[src/rtl/core/tild_pkg.sv]
// Package for the tty input line discipline: item types, codes, register
// defaults and the command and status structs between controller and datapath.
// No dependencies.
package tild_pkg;

    localparam int BUFFER_DEPTH = 16;

    localparam int ENTRY_W  = 11;
    localparam int E_ESC    = 8;
    localparam int E_NL     = 9;
    localparam int E_EOF    = 10;

    localparam logic [1:0] C_BYTE  = 2'd0;
    localparam logic [1:0] C_READ  = 2'd1;
    localparam logic [1:0] C_FLUSH = 2'd2;
    localparam logic [1:0] C_RSVD  = 2'd3;

    localparam logic [2:0] K_ECHO  = 3'd0;
    localparam logic [2:0] K_INTR  = 3'd1;
    localparam logic [2:0] K_QUIT  = 3'd2;
    localparam logic [2:0] K_READ  = 3'd3;
    localparam logic [2:0] K_DONE  = 3'd4;

    localparam logic [1:0] RS_SUCCESS   = 2'd0;
    localparam logic [1:0] RS_WOULDBLK  = 2'd1;
    localparam logic [1:0] RS_NOTREADY  = 2'd2;

    localparam logic [2:0] CFG_IFLAGS = 3'd0;
    localparam logic [2:0] CFG_LFLAGS = 3'd1;
    localparam logic [2:0] CFG_CC     = 3'd2;
    localparam logic [2:0] CFG_LNEXT  = 3'd3;
    localparam logic [2:0] CFG_FG     = 3'd4;

    localparam logic [5:0]  IFLAGS_RST = 6'd4;
    localparam logic [6:0]  LFLAGS_RST = 7'd95;
    localparam logic [63:0] CC_RST     = 64'd1373910237895458820;
    localparam logic [7:0]  LNEXT_RST  = 8'd22;

    localparam int IF_STRIP = 0;
    localparam int IF_IGNCR = 1;
    localparam int IF_CRNL  = 2;
    localparam int IF_NLCR  = 3;
    localparam int IF_XON   = 4;
    localparam int IF_XANY  = 5;

    localparam int LF_CANON  = 0;
    localparam int LF_EXT    = 1;
    localparam int LF_SIG    = 2;
    localparam int LF_ECHO   = 3;
    localparam int LF_ECHOE  = 4;
    localparam int LF_ECHOK  = 5;
    localparam int LF_ECHONL = 6;

    localparam int CC_EOF   = 0;
    localparam int CC_EOL   = 1;
    localparam int CC_ERASE = 2;
    localparam int CC_INTR  = 3;
    localparam int CC_KILL  = 4;
    localparam int CC_QUIT  = 5;
    localparam int CC_START = 6;
    localparam int CC_STOP  = 7;

    localparam logic [7:0] CH_NUL   = 8'h00;
    localparam logic [7:0] CH_BS    = 8'h08;
    localparam logic [7:0] CH_TAB   = 8'h09;
    localparam logic [7:0] CH_NL    = 8'h0a;
    localparam logic [7:0] CH_CR    = 8'h0d;
    localparam logic [7:0] CH_SP    = 8'h20;
    localparam logic [7:0] CH_CARET = 8'h5e;
    localparam logic [7:0] CH_AT    = 8'h40;
    localparam logic [7:0] CTRL_LIM = 8'h20;
    localparam logic [7:0] STRIP_MASK = 8'h7f;

    localparam logic [4:0] KILL_ECHO_MAX = 5'd16;

    typedef struct packed {
        logic [1:0] cmd;
        logic [7:0] char_in;
        logic [4:0] read_size;
        logic       nonblock;
    } t_in_item;

    typedef struct packed {
        logic [2:0] kind;
        logic [7:0] data_byte;
        logic [1:0] read_status;
        logic [4:0] transferred;
        logic       readable;
        logic       last;
    } t_out_item;

    typedef enum logic [2:0] {
        A_NONE, A_STORE, A_ERASE, A_KILL, A_INTR, A_QUIT
    } t_act;

    typedef enum logic [2:0] {
        R_CHAR1, R_CHAR2, R_BS, R_SP, R_NL, R_SIG, R_RBYTE, R_RDONE
    } t_rsel;

    typedef struct packed {
        logic  accept;
        logic  classify;
        logic  rsetup;
        logic  emit;
        t_rsel sel;
        logic  pop;
        logic  kdec;
        logic  finish;
    } t_dp_cmd;

    typedef struct packed {
        t_act act_now;
        t_act act_q;
        logic echo_ch;
        logic caret;
        logic echo_on;
        logic echo_erase;
        logic kill_nl;
        logic go_now;
        logic rd_more;
        logic rd_emit;
        logic rd_stop;
        logic kcnt_one;
        logic emit_ok;
        logic out_free;
        logic pend_v;
    } t_dp_stat;

endpackage

[src/rtl/core/tild_ram.sv]
// Generic single-port-write, single-port-read RAM with registered read data.
// No dependencies.
module tild_ram #(
    parameter int WIDTH = 8,
    parameter int DEPTH = 16
) (
    input  logic                     i_clk,
    input  logic                     i_we,
    input  logic [$clog2(DEPTH)-1:0] i_waddr,
    input  logic [WIDTH-1:0]         i_wdata,
    input  logic [$clog2(DEPTH)-1:0] i_raddr,
    output logic [WIDTH-1:0]         o_rdata
);

    logic [WIDTH-1:0] r_mem [DEPTH];
    logic [WIDTH-1:0] r_rdata;

    always_ff @(posedge i_clk) begin
        if (i_we) begin
            r_mem[i_waddr] <= i_wdata;
        end
        r_rdata <= r_mem[i_raddr];
    end

    assign o_rdata = r_rdata;

endmodule

[src/rtl/core/tild_ctrl.sv]
// Controller state machine of the tty input line discipline.
// Depends on tild_pkg for the command and status structs.
module tild_ctrl (
    input  logic               i_clk,
    input  logic               i_rst_n,
    input  logic               i_in_valid,
    input  logic [1:0]         i_in_cmd,
    input  tild_pkg::t_dp_stat i_stat,
    output tild_pkg::t_dp_cmd  o_cmd,
    output logic               o_idle
);

    typedef enum logic [13:0] {
        ST_IDLE   = 14'b00000000000001,
        ST_BYTE   = 14'b00000000000010,
        ST_ECHO_A = 14'b00000000000100,
        ST_ECHO_B = 14'b00000000001000,
        ST_TRI0   = 14'b00000000010000,
        ST_TRI1   = 14'b00000000100000,
        ST_TRI2   = 14'b00000001000000,
        ST_KNL    = 14'b00000010000000,
        ST_SIG    = 14'b00000100000000,
        ST_RSET   = 14'b00001000000000,
        ST_RREQ   = 14'b00010000000000,
        ST_RGET   = 14'b00100000000000,
        ST_RDONE  = 14'b01000000000000,
        ST_DONE   = 14'b10000000000000
    } t_state;

    t_state            r_state;
    t_state            n_state;
    tild_pkg::t_dp_cmd cmd;

    always_ff @(posedge i_clk) begin
        if (!i_rst_n) begin
            r_state <= ST_IDLE;
        end else begin
            r_state <= n_state;
        end
    end

    always_comb begin
        n_state = r_state;
        cmd     = '0;
        cmd.sel = tild_pkg::R_CHAR1;
        unique case (r_state)
            ST_IDLE: begin
                if (i_in_valid) begin
                    cmd.accept = 1'b1;
                    if (i_in_cmd == tild_pkg::C_BYTE) begin
                        n_state = ST_BYTE;
                    end else if (i_in_cmd == tild_pkg::C_READ) begin
                        n_state = ST_RSET;
                    end
                end
            end
            ST_BYTE: begin
                cmd.classify = 1'b1;
                unique case (i_stat.act_now)
                    tild_pkg::A_STORE: n_state = ST_ECHO_A;
                    tild_pkg::A_ERASE: begin
                        if (!i_stat.echo_erase) begin
                            n_state = ST_ECHO_A;
                        end else if (i_stat.echo_on) begin
                            n_state = ST_TRI0;
                        end else begin
                            n_state = ST_DONE;
                        end
                    end
                    tild_pkg::A_KILL: begin
                        n_state = (i_stat.echo_erase && i_stat.echo_on) ? ST_TRI0 : ST_KNL;
                    end
                    tild_pkg::A_INTR, tild_pkg::A_QUIT: n_state = ST_SIG;
                    default: n_state = ST_DONE;
                endcase
            end
            ST_ECHO_A: begin
                cmd.sel = tild_pkg::R_CHAR1;
                if (!i_stat.echo_ch) begin
                    n_state = ST_DONE;
                end else if (i_stat.emit_ok) begin
                    cmd.emit = 1'b1;
                    n_state  = i_stat.caret ? ST_ECHO_B : ST_DONE;
                end
            end
            ST_ECHO_B: begin
                cmd.sel = tild_pkg::R_CHAR2;
                if (i_stat.emit_ok) begin
                    cmd.emit = 1'b1;
                    n_state  = ST_DONE;
                end
            end
            ST_TRI0: begin
                cmd.sel = tild_pkg::R_BS;
                if (i_stat.emit_ok) begin
                    cmd.emit = 1'b1;
                    n_state  = ST_TRI1;
                end
            end
            ST_TRI1: begin
                cmd.sel = tild_pkg::R_SP;
                if (i_stat.emit_ok) begin
                    cmd.emit = 1'b1;
                    n_state  = ST_TRI2;
                end
            end
            ST_TRI2: begin
                cmd.sel = tild_pkg::R_BS;
                if (i_stat.emit_ok) begin
                    cmd.emit = 1'b1;
                    cmd.kdec = 1'b1;
                    if (!i_stat.kcnt_one) begin
                        n_state = ST_TRI0;
                    end else if (i_stat.act_q == tild_pkg::A_KILL) begin
                        n_state = ST_KNL;
                    end else begin
                        n_state = ST_DONE;
                    end
                end
            end
            ST_KNL: begin
                cmd.sel = tild_pkg::R_NL;
                if (!i_stat.kill_nl) begin
                    n_state = ST_DONE;
                end else if (i_stat.emit_ok) begin
                    cmd.emit = 1'b1;
                    n_state  = ST_DONE;
                end
            end
            ST_SIG: begin
                cmd.sel = tild_pkg::R_SIG;
                if (i_stat.emit_ok) begin
                    cmd.emit = 1'b1;
                    n_state  = ST_DONE;
                end
            end
            ST_RSET: begin
                cmd.rsetup = 1'b1;
                n_state    = i_stat.go_now ? ST_RREQ : ST_RDONE;
            end
            ST_RREQ: begin
                n_state = i_stat.rd_more ? ST_RGET : ST_RDONE;
            end
            ST_RGET: begin
                cmd.sel = tild_pkg::R_RBYTE;
                if (!i_stat.rd_emit || i_stat.emit_ok) begin
                    cmd.pop  = 1'b1;
                    cmd.emit = i_stat.rd_emit;
                    n_state  = i_stat.rd_stop ? ST_RDONE : ST_RREQ;
                end
            end
            ST_RDONE: begin
                cmd.sel = tild_pkg::R_RDONE;
                if (i_stat.emit_ok) begin
                    cmd.emit = 1'b1;
                    n_state  = ST_DONE;
                end
            end
            ST_DONE: begin
                if (!i_stat.pend_v) begin
                    n_state = ST_IDLE;
                end else if (i_stat.out_free) begin
                    cmd.finish = 1'b1;
                    n_state    = ST_IDLE;
                end
            end
            default: n_state = ST_IDLE;
        endcase
    end

    assign o_cmd  = cmd;
    assign o_idle = (r_state == ST_IDLE);

endmodule

[src/rtl/core/tild_dp.sv]
// Datapath of the tty input line discipline: registers, byte classification,
// ring buffer state, read accounting and the result queue.
// Depends on tild_pkg and tild_ram.
module tild_dp #(
    parameter int DEPTH = tild_pkg::BUFFER_DEPTH
) (
    input  logic                i_clk,
    input  logic                i_rst_n,
    input  tild_pkg::t_in_item  i_in_item,
    input  logic                i_cfg_valid,
    input  logic [2:0]          i_cfg_index,
    input  logic [63:0]         i_cfg_data,
    input  tild_pkg::t_dp_cmd   i_cmd,
    output tild_pkg::t_dp_stat  o_stat,
    input  logic                i_out_stall,
    output logic                o_out_valid,
    output tild_pkg::t_out_item o_out_item
);

    localparam int IW = $clog2(DEPTH);
    localparam int CW = $clog2(DEPTH + 1);
    localparam int SW = (CW > 5) ? CW : 5;

    logic [5:0]  r_iflags;
    logic [6:0]  r_lflags;
    logic [63:0] r_cc;
    logic [7:0]  r_lnext;
    logic        r_fg;

    logic [IW-1:0] r_head;
    logic [CW-1:0] r_stored;
    logic [CW-1:0] r_lc;
    logic [CW-1:0] r_linelen;
    logic          r_esc;
    logic          r_stop;

    tild_pkg::t_in_item r_in;
    logic [7:0]    r_chb;
    logic          r_che;
    tild_pkg::t_act r_act;
    logic [4:0]    r_kcnt;
    logic          r_rd;
    logic [1:0]    r_rstat;
    logic [CW-1:0] r_tr;
    logic [CW-1:0] r_i;
    logic [CW-1:0] r_n;

    tild_pkg::t_out_item r_pend;
    logic                r_pend_v;
    tild_pkg::t_out_item r_out;
    logic                r_out_v;
    tild_pkg::t_out_item pend_last;

    logic [tild_pkg::ENTRY_W-1:0] rdata;
    logic [tild_pkg::ENTRY_W-1:0] wdata;
    logic [IW-1:0]                tail;
    logic [CW:0]                  tail_sum;

    logic [7:0]     b0;
    logic [7:0]     b1;
    logic           e;
    logic           skip;
    logic           n_esc_c;
    logic           n_stop_c;
    logic           stp;
    logic [7:0]     hit;
    logic           nl_c;
    logic           eof_c;
    tild_pkg::t_act act;
    logic           canon;
    logic           rd_byte;

    logic [SW-1:0]  size_x;
    logic [SW-1:0]  st_x;
    logic           all_c;
    logic           go_c;
    logic [CW-1:0]  tr_min;
    logic [CW-1:0]  tr_c;
    logic [CW-1:0]  nl_pos;
    logic           rd_read;
    logic [1:0]     rstat_c;

    logic [CW-1:0]  st_dec;
    logic           out_free;
    tild_pkg::t_out_item res;

    assign canon = r_lflags[tild_pkg::LF_CANON];

    always_comb begin
        b0       = r_iflags[tild_pkg::IF_STRIP] ? (r_in.char_in & tild_pkg::STRIP_MASK)
                                                 : r_in.char_in;
        e        = 1'b0;
        skip     = 1'b0;
        n_esc_c  = r_esc;
        n_stop_c = r_stop;
        stp      = r_stop;
        act      = tild_pkg::A_NONE;
        if (r_lflags[tild_pkg::LF_EXT]) begin
            if (r_esc) begin
                e       = 1'b1;
                n_esc_c = 1'b0;
            end else if (b0 != tild_pkg::CH_NUL && b0 == r_lnext) begin
                n_esc_c = 1'b1;
                skip    = 1'b1;
            end
        end
        b1 = b0;
        if (!e && b0 == tild_pkg::CH_CR) begin
            if (r_iflags[tild_pkg::IF_IGNCR]) begin
                skip = 1'b1;
            end else if (r_iflags[tild_pkg::IF_CRNL]) begin
                b1 = tild_pkg::CH_NL;
            end
        end else if (!e && b0 == tild_pkg::CH_NL && r_iflags[tild_pkg::IF_NLCR]) begin
            b1 = tild_pkg::CH_CR;
        end
        for (int i = 0; i < 8; i++) begin
            hit[i] = !e && b1 != tild_pkg::CH_NUL && b1 == r_cc[i*8 +: 8];
        end
        nl_c  = (!e && b1 == tild_pkg::CH_NL) || hit[tild_pkg::CC_EOF] || hit[tild_pkg::CC_EOL];
        eof_c = hit[tild_pkg::CC_EOF];
        if (skip) begin
            act = tild_pkg::A_NONE;
        end else if (r_iflags[tild_pkg::IF_XON] && hit[tild_pkg::CC_STOP]) begin
            n_stop_c = 1'b1;
        end else if (r_iflags[tild_pkg::IF_XON] && hit[tild_pkg::CC_START]) begin
            n_stop_c = 1'b0;
        end else begin
            if (r_iflags[tild_pkg::IF_XON] && r_stop && r_iflags[tild_pkg::IF_XANY]) begin
                stp = 1'b0;
            end
            n_stop_c = stp;
            if (stp) begin
                act = tild_pkg::A_NONE;
            end else if (canon && hit[tild_pkg::CC_ERASE]) begin
                act = (r_linelen != '0) ? tild_pkg::A_ERASE : tild_pkg::A_NONE;
            end else if (canon && hit[tild_pkg::CC_KILL]) begin
                act = (r_linelen != '0) ? tild_pkg::A_KILL : tild_pkg::A_NONE;
            end else if (r_lflags[tild_pkg::LF_SIG] && r_fg && hit[tild_pkg::CC_INTR]) begin
                act = tild_pkg::A_INTR;
            end else if (r_lflags[tild_pkg::LF_SIG] && r_fg && hit[tild_pkg::CC_QUIT]) begin
                act = tild_pkg::A_QUIT;
            end else if (r_stored < CW'(DEPTH)) begin
                act = tild_pkg::A_STORE;
            end
        end
    end

    always_comb begin
        if (act == tild_pkg::A_STORE) begin
            rd_byte = canon ? (r_lc != '0 || nl_c) : 1'b1;
        end else begin
            rd_byte = canon ? (r_lc != '0) : (r_stored != '0);
        end
    end

    assign tail_sum = (CW+1)'(r_head) + (CW+1)'(r_stored);
    assign tail     = (tail_sum >= (CW+1)'(DEPTH)) ? IW'(tail_sum - (CW+1)'(DEPTH))
                                                   : IW'(tail_sum);
    assign wdata    = {eof_c, nl_c, e, b1};

    tild_ram #(
        .WIDTH(tild_pkg::ENTRY_W),
        .DEPTH(DEPTH)
    ) u_ram (
        .i_clk   (i_clk),
        .i_we    (i_cmd.classify && act == tild_pkg::A_STORE),
        .i_waddr (tail),
        .i_wdata (wdata),
        .i_raddr (r_head),
        .o_rdata (rdata)
    );

    always_comb begin
        size_x  = SW'(r_in.read_size);
        st_x    = SW'(r_stored);
        all_c   = canon ? (r_lc != '0) : (st_x >= size_x);
        go_c    = r_in.nonblock || all_c;
        tr_min  = (size_x < st_x) ? CW'(size_x) : r_stored;
        tr_c    = (!canon || all_c) ? tr_min : '0;
        nl_pos  = r_stored - r_linelen - CW'(1);
        if (!go_c) begin
            rd_read = canon ? (r_lc != '0) : (r_stored != '0);
            rstat_c = tild_pkg::RS_NOTREADY;
        end else begin
            if (!canon) begin
                rd_read = size_x < st_x;
            end else begin
                rd_read = (r_lc > CW'(1)) || (r_lc == CW'(1) && nl_pos >= tr_c);
            end
            rstat_c = all_c ? tild_pkg::RS_SUCCESS : tild_pkg::RS_WOULDBLK;
        end
    end

    assign st_dec = r_stored - CW'(1);

    always_ff @(posedge i_clk) begin
        if (!i_rst_n) begin
            r_iflags <= tild_pkg::IFLAGS_RST;
            r_lflags <= tild_pkg::LFLAGS_RST;
            r_cc     <= tild_pkg::CC_RST;
            r_lnext  <= tild_pkg::LNEXT_RST;
            r_fg     <= 1'b0;
        end else if (i_cfg_valid) begin
            case (i_cfg_index)
                tild_pkg::CFG_IFLAGS: r_iflags <= i_cfg_data[5:0];
                tild_pkg::CFG_LFLAGS: r_lflags <= i_cfg_data[6:0];
                tild_pkg::CFG_CC:     r_cc     <= i_cfg_data;
                tild_pkg::CFG_LNEXT:  r_lnext  <= i_cfg_data[7:0];
                tild_pkg::CFG_FG:     r_fg     <= i_cfg_data[0];
                default: ;
            endcase
        end
    end

    always_ff @(posedge i_clk) begin
        if (!i_rst_n) begin
            r_head    <= '0;
            r_stored  <= '0;
            r_lc      <= '0;
            r_linelen <= '0;
            r_esc     <= 1'b0;
            r_stop    <= 1'b0;
            r_act     <= tild_pkg::A_NONE;
        end else if (i_cmd.accept && i_in_item.cmd == tild_pkg::C_FLUSH) begin
            r_head    <= '0;
            r_stored  <= '0;
            r_lc      <= '0;
            r_linelen <= '0;
        end else if (i_cmd.classify) begin
            r_esc  <= n_esc_c;
            r_stop <= n_stop_c;
            r_act  <= act;
            unique case (act)
                tild_pkg::A_STORE: begin
                    r_stored  <= r_stored + CW'(1);
                    r_lc      <= nl_c ? r_lc + CW'(1) : r_lc;
                    r_linelen <= nl_c ? '0 : r_linelen + CW'(1);
                end
                tild_pkg::A_ERASE: begin
                    r_stored  <= st_dec;
                    r_linelen <= r_linelen - CW'(1);
                end
                tild_pkg::A_KILL: begin
                    r_stored  <= r_stored - r_linelen;
                    r_linelen <= '0;
                end
                default: ;
            endcase
        end else if (i_cmd.pop) begin
            r_head    <= (r_head == IW'(DEPTH - 1)) ? '0 : r_head + IW'(1);
            r_stored  <= st_dec;
            if (rdata[tild_pkg::E_NL] && r_lc != '0) begin
                r_lc <= r_lc - CW'(1);
            end
            if (r_linelen > st_dec) begin
                r_linelen <= st_dec;
            end
        end
    end

    always_ff @(posedge i_clk) begin
        if (i_cmd.accept) begin
            r_in <= i_in_item;
        end
        if (i_cmd.classify) begin
            r_chb <= b1;
            r_che <= e;
            r_rd  <= rd_byte;
            if (act == tild_pkg::A_KILL) begin
                r_kcnt <= (SW'(r_linelen) > SW'(tild_pkg::KILL_ECHO_MAX))
                          ? tild_pkg::KILL_ECHO_MAX : 5'(r_linelen);
            end else begin
                r_kcnt <= 5'd1;
            end
        end else if (i_cmd.kdec) begin
            r_kcnt <= r_kcnt - 5'd1;
        end
        if (i_cmd.rsetup) begin
            r_tr    <= tr_c;
            r_i     <= '0;
            r_n     <= '0;
            r_rd    <= rd_read;
            r_rstat <= rstat_c;
        end else if (i_cmd.pop) begin
            r_i <= r_i + CW'(1);
            if (i_cmd.emit) begin
                r_n <= r_n + CW'(1);
            end
        end
    end

    always_comb begin
        res             = '0;
        res.kind        = tild_pkg::K_ECHO;
        res.readable    = r_rd;
        unique case (i_cmd.sel)
            tild_pkg::R_CHAR1: res.data_byte = o_stat.caret ? tild_pkg::CH_CARET : r_chb;
            tild_pkg::R_CHAR2: res.data_byte = tild_pkg::CH_AT + r_chb;
            tild_pkg::R_BS:    res.data_byte = tild_pkg::CH_BS;
            tild_pkg::R_SP:    res.data_byte = tild_pkg::CH_SP;
            tild_pkg::R_NL:    res.data_byte = tild_pkg::CH_NL;
            tild_pkg::R_SIG: begin
                res.kind = (r_act == tild_pkg::A_INTR) ? tild_pkg::K_INTR : tild_pkg::K_QUIT;
            end
            tild_pkg::R_RBYTE: begin
                res.kind      = tild_pkg::K_READ;
                res.data_byte = rdata[7:0];
            end
            tild_pkg::R_RDONE: begin
                res.kind        = tild_pkg::K_DONE;
                res.read_status = r_rstat;
                res.transferred = 5'(r_n);
            end
            default: ;
        endcase
    end

    assign out_free = !r_out_v || !i_out_stall;

    always_comb begin
        pend_last      = r_pend;
        pend_last.last = 1'b1;
    end

    always_ff @(posedge i_clk) begin
        if (!i_rst_n) begin
            r_pend_v <= 1'b0;
            r_out_v  <= 1'b0;
        end else begin
            if (i_cmd.emit) begin
                r_pend_v <= 1'b1;
            end else if (i_cmd.finish) begin
                r_pend_v <= 1'b0;
            end
            if ((i_cmd.emit && r_pend_v) || i_cmd.finish) begin
                r_out_v <= 1'b1;
            end else if (!i_out_stall) begin
                r_out_v <= 1'b0;
            end
        end
    end

    always_ff @(posedge i_clk) begin
        if (i_cmd.emit) begin
            r_pend <= res;
        end
        if (i_cmd.emit && r_pend_v) begin
            r_out <= r_pend;
        end else if (i_cmd.finish) begin
            r_out <= pend_last;
        end
    end

    always_comb begin
        o_stat            = '0;
        o_stat.act_now    = act;
        o_stat.act_q      = r_act;
        o_stat.echo_ch    = r_lflags[tild_pkg::LF_ECHO]
                            || (r_chb == tild_pkg::CH_NL && canon
                                && r_lflags[tild_pkg::LF_ECHONL]);
        o_stat.caret      = r_chb < tild_pkg::CTRL_LIM
                            && (r_che || (r_chb != tild_pkg::CH_NL && r_chb != tild_pkg::CH_CR
                                          && r_chb != tild_pkg::CH_TAB));
        o_stat.echo_on    = r_lflags[tild_pkg::LF_ECHO];
        o_stat.echo_erase = r_lflags[tild_pkg::LF_ECHOE];
        o_stat.kill_nl    = r_lflags[tild_pkg::LF_ECHOK]
                            && (r_lflags[tild_pkg::LF_ECHO] || r_lflags[tild_pkg::LF_ECHONL]);
        o_stat.go_now     = go_c;
        o_stat.rd_more    = r_i < r_tr;
        o_stat.rd_emit    = !(canon && rdata[tild_pkg::E_NL] && rdata[tild_pkg::E_EOF]);
        o_stat.rd_stop    = canon && rdata[tild_pkg::E_NL];
        o_stat.kcnt_one   = r_kcnt == 5'd1;
        o_stat.emit_ok    = !r_pend_v || out_free;
        o_stat.out_free   = out_free;
        o_stat.pend_v     = r_pend_v;
    end

    assign o_out_valid = r_out_v;
    assign o_out_item  = r_out;

endmodule

[src/rtl/core/tty_input_line_discipline.sv]
// Top level of the tty input line discipline: controller and datapath.
// Depends on tild_pkg, tild_ctrl, tild_dp and tild_ram.
//
//  Channel   Direction  Handshake            Payload
//  input     in         i_in_valid/o_in_stall  tild_pkg::t_in_item
//  result    out        o_out_valid/i_out_stall tild_pkg::t_out_item
//  config    in         i_cfg_valid/o_cfg_ready i_cfg_index, i_cfg_data
//
// One item is processed at a time. A received byte is accepted and classified, then its echo
// results are emitted, and the last one, if any, is released in the done state.
// Kill needs no buffer scan: the length of the current line is tracked.
// A read is set up, then takes each buffer entry through a request state and a get state, as the
// read port is registered; a line end stops it, and a read that is not ready goes to its done result.
// Reset is synchronous and clears all control state; the buffer needs no clearing.
// A stalled result holds; the block waits with the next result until it moves on.
module tty_input_line_discipline #(
    parameter int BUFFER_DEPTH = tild_pkg::BUFFER_DEPTH
) (
    input  logic                i_clk,
    input  logic                i_rst_n,
    input  logic                i_in_valid,
    output logic                o_in_stall,
    input  tild_pkg::t_in_item  i_in_item,
    output logic                o_out_valid,
    input  logic                i_out_stall,
    output tild_pkg::t_out_item o_out_item,
    input  logic                i_cfg_valid,
    output logic                o_cfg_ready,
    input  logic [2:0]          i_cfg_index,
    input  logic [63:0]         i_cfg_data
);

    tild_pkg::t_dp_cmd  cmd;
    tild_pkg::t_dp_stat stat;
    logic               idle;

    tild_ctrl u_ctrl (
        .i_clk      (i_clk),
        .i_rst_n    (i_rst_n),
        .i_in_valid (i_in_valid),
        .i_in_cmd   (i_in_item.cmd),
        .i_stat     (stat),
        .o_cmd      (cmd),
        .o_idle     (idle)
    );

    tild_dp #(
        .DEPTH(BUFFER_DEPTH)
    ) u_dp (
        .i_clk       (i_clk),
        .i_rst_n     (i_rst_n),
        .i_in_item   (i_in_item),
        .i_cfg_valid (i_cfg_valid),
        .i_cfg_index (i_cfg_index),
        .i_cfg_data  (i_cfg_data),
        .i_cmd       (cmd),
        .o_stat      (stat),
        .i_out_stall (i_out_stall),
        .o_out_valid (o_out_valid),
        .o_out_item  (o_out_item)
    );

    assign o_in_stall  = !idle;
    assign o_cfg_ready = 1'b1;

endmodule
[config.mk]
export PLATFORM = sky130hd
export DESIGN_NAME = tty_input_line_discipline
export DESIGN_NICKNAME = d
export VERILOG_FILES = /design/src/rtl/core/tild_pkg.sv /design/src/rtl/core/tild_ram.sv /design/src/rtl/core/tild_ctrl.sv /design/src/rtl/core/tild_dp.sv /design/src/rtl/core/tty_input_line_discipline.sv
export SDC_FILE = /design/constraint.sdc
export NUM_CORES = 1
export LEC_CHECK = 0
export ABC_AREA = 1
export BUFFER_PORTS_ARGS = -buffer_cell sky130_fd_sc_hd__buf_4
export CAP_MARGIN = 40
export CORE_MARGIN = 3
export CORE_UTILIZATION = 30
export DETAILED_ROUTE_END_ITERATION = 8
export GPL_TIMING_DRIVEN = 1
export PLACE_DENSITY = 0.5
export SYNTH_ARGS = -nofsm -noshare
export SYNTH_HDL_FRONTEND = slang
export SYNTH_HIERARCHICAL = 1
export SYNTH_SLANG_ARGS = --single-unit
[constraint.sdc]
create_clock -name i_clk -period 3.6 [get_ports i_clk]
set_input_delay 0.54 -clock i_clk [delete_from_list [all_inputs] [get_ports i_clk]]
set_output_delay 0.54 -clock i_clk [all_outputs]
set_load 0.02 [all_outputs]
==> results.txt <==
The flow ran to the end, and the final reports show no timing, DRC or antenna violations. Traced cell by cell, the critical path runs through inv_1, ha_1, inv_1, fa_1, inv_1, ha_1, inv_1, ha_1, a21boi_0, o21a_1, o21a_1, o21a_1, nor2_1, o21ai_0, nand2_1, o21ai_0, a21oi_1, a31oi_1. The number of H-tree branching levels was 2. 111 I/O pins were placed.

Critical setup path kind: flip-flop to flip-flop. In this run the clock root is driven by a clkbuf_16. The tools report the data arrival at the endpoint of the critical path as 3.72 ns. Entering global routing, the biggest net connects 85 pins.

For the final layout net count, the log shows 2522. On the final layout, the worst clock skew is 0.0221 ns. The number of instances in the synthesized netlist was 2258. In this run the vertical extent of the chip is 258 um. Summing every instance area after synthesis gives 19100 um^2.

The final layout contains routed wiring with a total length of 55300 um. The starting density of the core was 0.306; the number of endpoints failing setup at the final stage was 0. In this run the core area contains 91 standard-cell rows.

The number of nets with antenna violations after detailed routing was 0; the setup total negative slack was 0 ns. The launch point of the worst reg-to-reg path is u_dp/r_stored[0]$_SDFFE_PP0P_. The run gives 0.900 as the global placement routability congestion. TritonCTS created 44 clock buffers. A synthesized cell averages 8.46 um^2. Yosys printed 6 warnings. After detailed routing, the number of remaining DRC violations is 0. The number of nets in the synthesized netlist is 2390. For the detailed-routing iteration count for the pre-antenna-repair pass, the log shows 5. The maximum buffer depth of the clock tree came out at 3. The type of origin of the critical path is a flip-flop. After layout, the minimum clock period comes to 3.42 ns. After filler insertion, the fill cell instance count of the layout stands at 6516.

After legalization and detailed placement, the total HPWL measured 39600 um. In this run, the number of DRC markers left after iteration 0 of detailed routing was 1234. The slew at the pin closest to its max-slew limit was 0.894 ns; the largest fanout on the critical path was 3. The run gives 0.000308 V as the peak supply drop.

Per-cell routed wire length: 16.9 um. The max-slew headroom at the worst pin was 0.404. The max-capacitance violation count is 0, and the total global routing track utilization is 0.163. Count of clock tree sinks: 381.

TritonCTS built the clock tree. Summed over all cells, the static leakage comes to 9.71 nW. For this run the aggregate overflow at the end of global routing stands at 0.

In this design, the stage delay of the slowest critical-path cell is 0.47 ns. After clock tree synthesis, the clock-pin slew on the worst setup and hold paths is 0.06 ns. The total count of max-transition violations in the final report is 0, and the via density per instance is 4.74.

STA puts the critical path data required time at 3.90 ns. OpenSTA, run right after detailed placement, puts the worst setup slack at 0.161 ns. The tools report the startpoint of the worst setup timing path as u_dp/r_stored[0]$_SDFFE_PP0P_.

Routed via count: 15452. The first global-routing pass estimated 85600 um of wire. The number of hold violations in the final report was 0; the total of buffers placed on input and output ports was 109. The part of the cycle the worst path needs is 0.951.

The worst setup path is captured at a flip-flop. In this run the most critical hold path is launched from i_in_item[13]. Setup repair after global routing left no endpoint under its margin.

For the via count of the first global-routing pass, the log shows 15036. In this run the worst hold path is classified as input pin to flip-flop. Final hold analysis gives a worst-case slack of 0.140 ns. The layout cell share with drive strength beyond 1 was 0.139. The floorplan die width works out to 258 um. The region available for standard cell placement spans 62400 um^2. By instance count, the cell type seen most on the critical path is inv_1. For the worst-skew pair, the clock arrives at the later sink with an insertion delay of 0.58 ns. For this design the ratio of total power to cell area is 467 nW/um^2.

The die covers 66800 um^2. For the post-route worst setup slack, the log shows 0.177 ns. For this design, the slowest cell found on the critical path is fa_1.

The tools report the antenna diode count as 0. Relative to the synthesized area, the layout overhead comes to 18.1%. Highest clock frequency the design can meet: 292 MHz.

The initial antenna violation count was 0.
==> state kept, by name (all words and copies together) (netlist names), 6 cells and up <==
signal              cells
u_dp/u_ram/r_mem      160
u_dp/r_cc              64
u_dp/o_out_item        20
u_dp/pend_last         19
u_ctrl/r_state         14
u_dp/u_ram/o_rdata     10
u_dp/r_in               9
u_dp/r_chb              8
u_dp/r_lnext            8
u_dp/r_lflags           7
u_dp/r_iflags           6
==> worst max-delay path: cells and delay by family (launching register included) <==
kind	cells	cell delay [ns]
AO/OA/AOI/OAI	8	1.01
adder cells (fa/ha/maj)	4	1.12
buffers and inverters	4	0.37
flip-flops	1	0.46
AND/OR/NAND/NOR	2	0.20
==> power by group <==
group,leakage [nW],switching [mW],total [mW],internal (mW)
logic,5.73,0.768,1.13,0.359
registers,3.26,0.0586,4.82,4.76
clock network,0.726,1.82,4.58,2.76
==> layout make-up <==
| cell class | instances | area [um^2] | share of cell area |
|---|---|---|---|
| clock buffer | 65 | 1320 | 0.0586 |
| tap | 837 | 1050 | 0.0464 |
| sequential | 381 | 9980 | 0.442 |
| clock inverter | 17 | 178 | 0.00788 |
| multi-input combinational | 1465 | 7480 | 0.332 |
| timing repair buffer | 181 | 1360 | 0.0602 |
| inverter | 317 | 1190 | 0.0529 |
==> final timing paths <==
path	slack, ns	cells after the start	end
setup / recovery	0.18	18	u_dp/r_rd$_DFFE_PP_
hold / removal	0.14	1	u_dp/r_in[13]$_DFFE_PP_
setup reg to reg	0.18	18	u_dp/r_rd$_DFFE_PP_
hold reg to reg	0.42	0	u_dp/o_out_item[6]$_DFFE_PP_
==> placed cells by master, fill, tap and decap left out, types with 9 or more instances in the layout <==
master	instances
clkbuf_1	9
edfxtp_1	235
nand3b_1	10
nand4_1	26
dfxtp_1	144
inv_1	305
xor2_1	34
clkbuf_16	46
nand3_1	241
a21oi_1	86
o211ai_1	14
xnor2_1	17
buf_4	181
nand3_2	11
nor2_1	243
nor2_2	13
nand2_1	491
clkbuf_8	10
nand2_2	13
ha_1	42
inv_2	9
nor3_1	27
o21ai_0	107
==> routing by layer <==
layer  GRT usage  vias to the layer above  share of wire
met1       0.232                     7302           0.47
met5           0                        -              0
met2       0.259                      432           0.45
met4      0.0446                        0          0.020
met3      0.0230                       71          0.057
li1            -                     7647              -
==> per-stage QoR <==
step | util | area [um^2] | cells | power, mW
floorplan | - | 19100 | 2258 | 5.59
detailed placement | 0.336 | 21000 | 3176 | 6.04
global route | 0.362 | 22600 | 3263 | 11.0
global placement | 0.336 | 21000 | 3176 | 6.03
finish | 0.362 | 22600 | 3263 | 10.5
CTS | 0.360 | 22500 | 3258 | 10.7
==> timing repair <==
| item | 4_1_cts | 5_1_grt |
|---|---|---|
| resized for setup | 0 | 12 |
| setup buffers | 0 | 5 |
| hold buffers | 0 | 0 |
| endpoints found under the setup margin | 0 | 104 |
No activity file was read; power rests on OpenSTA's default activity.
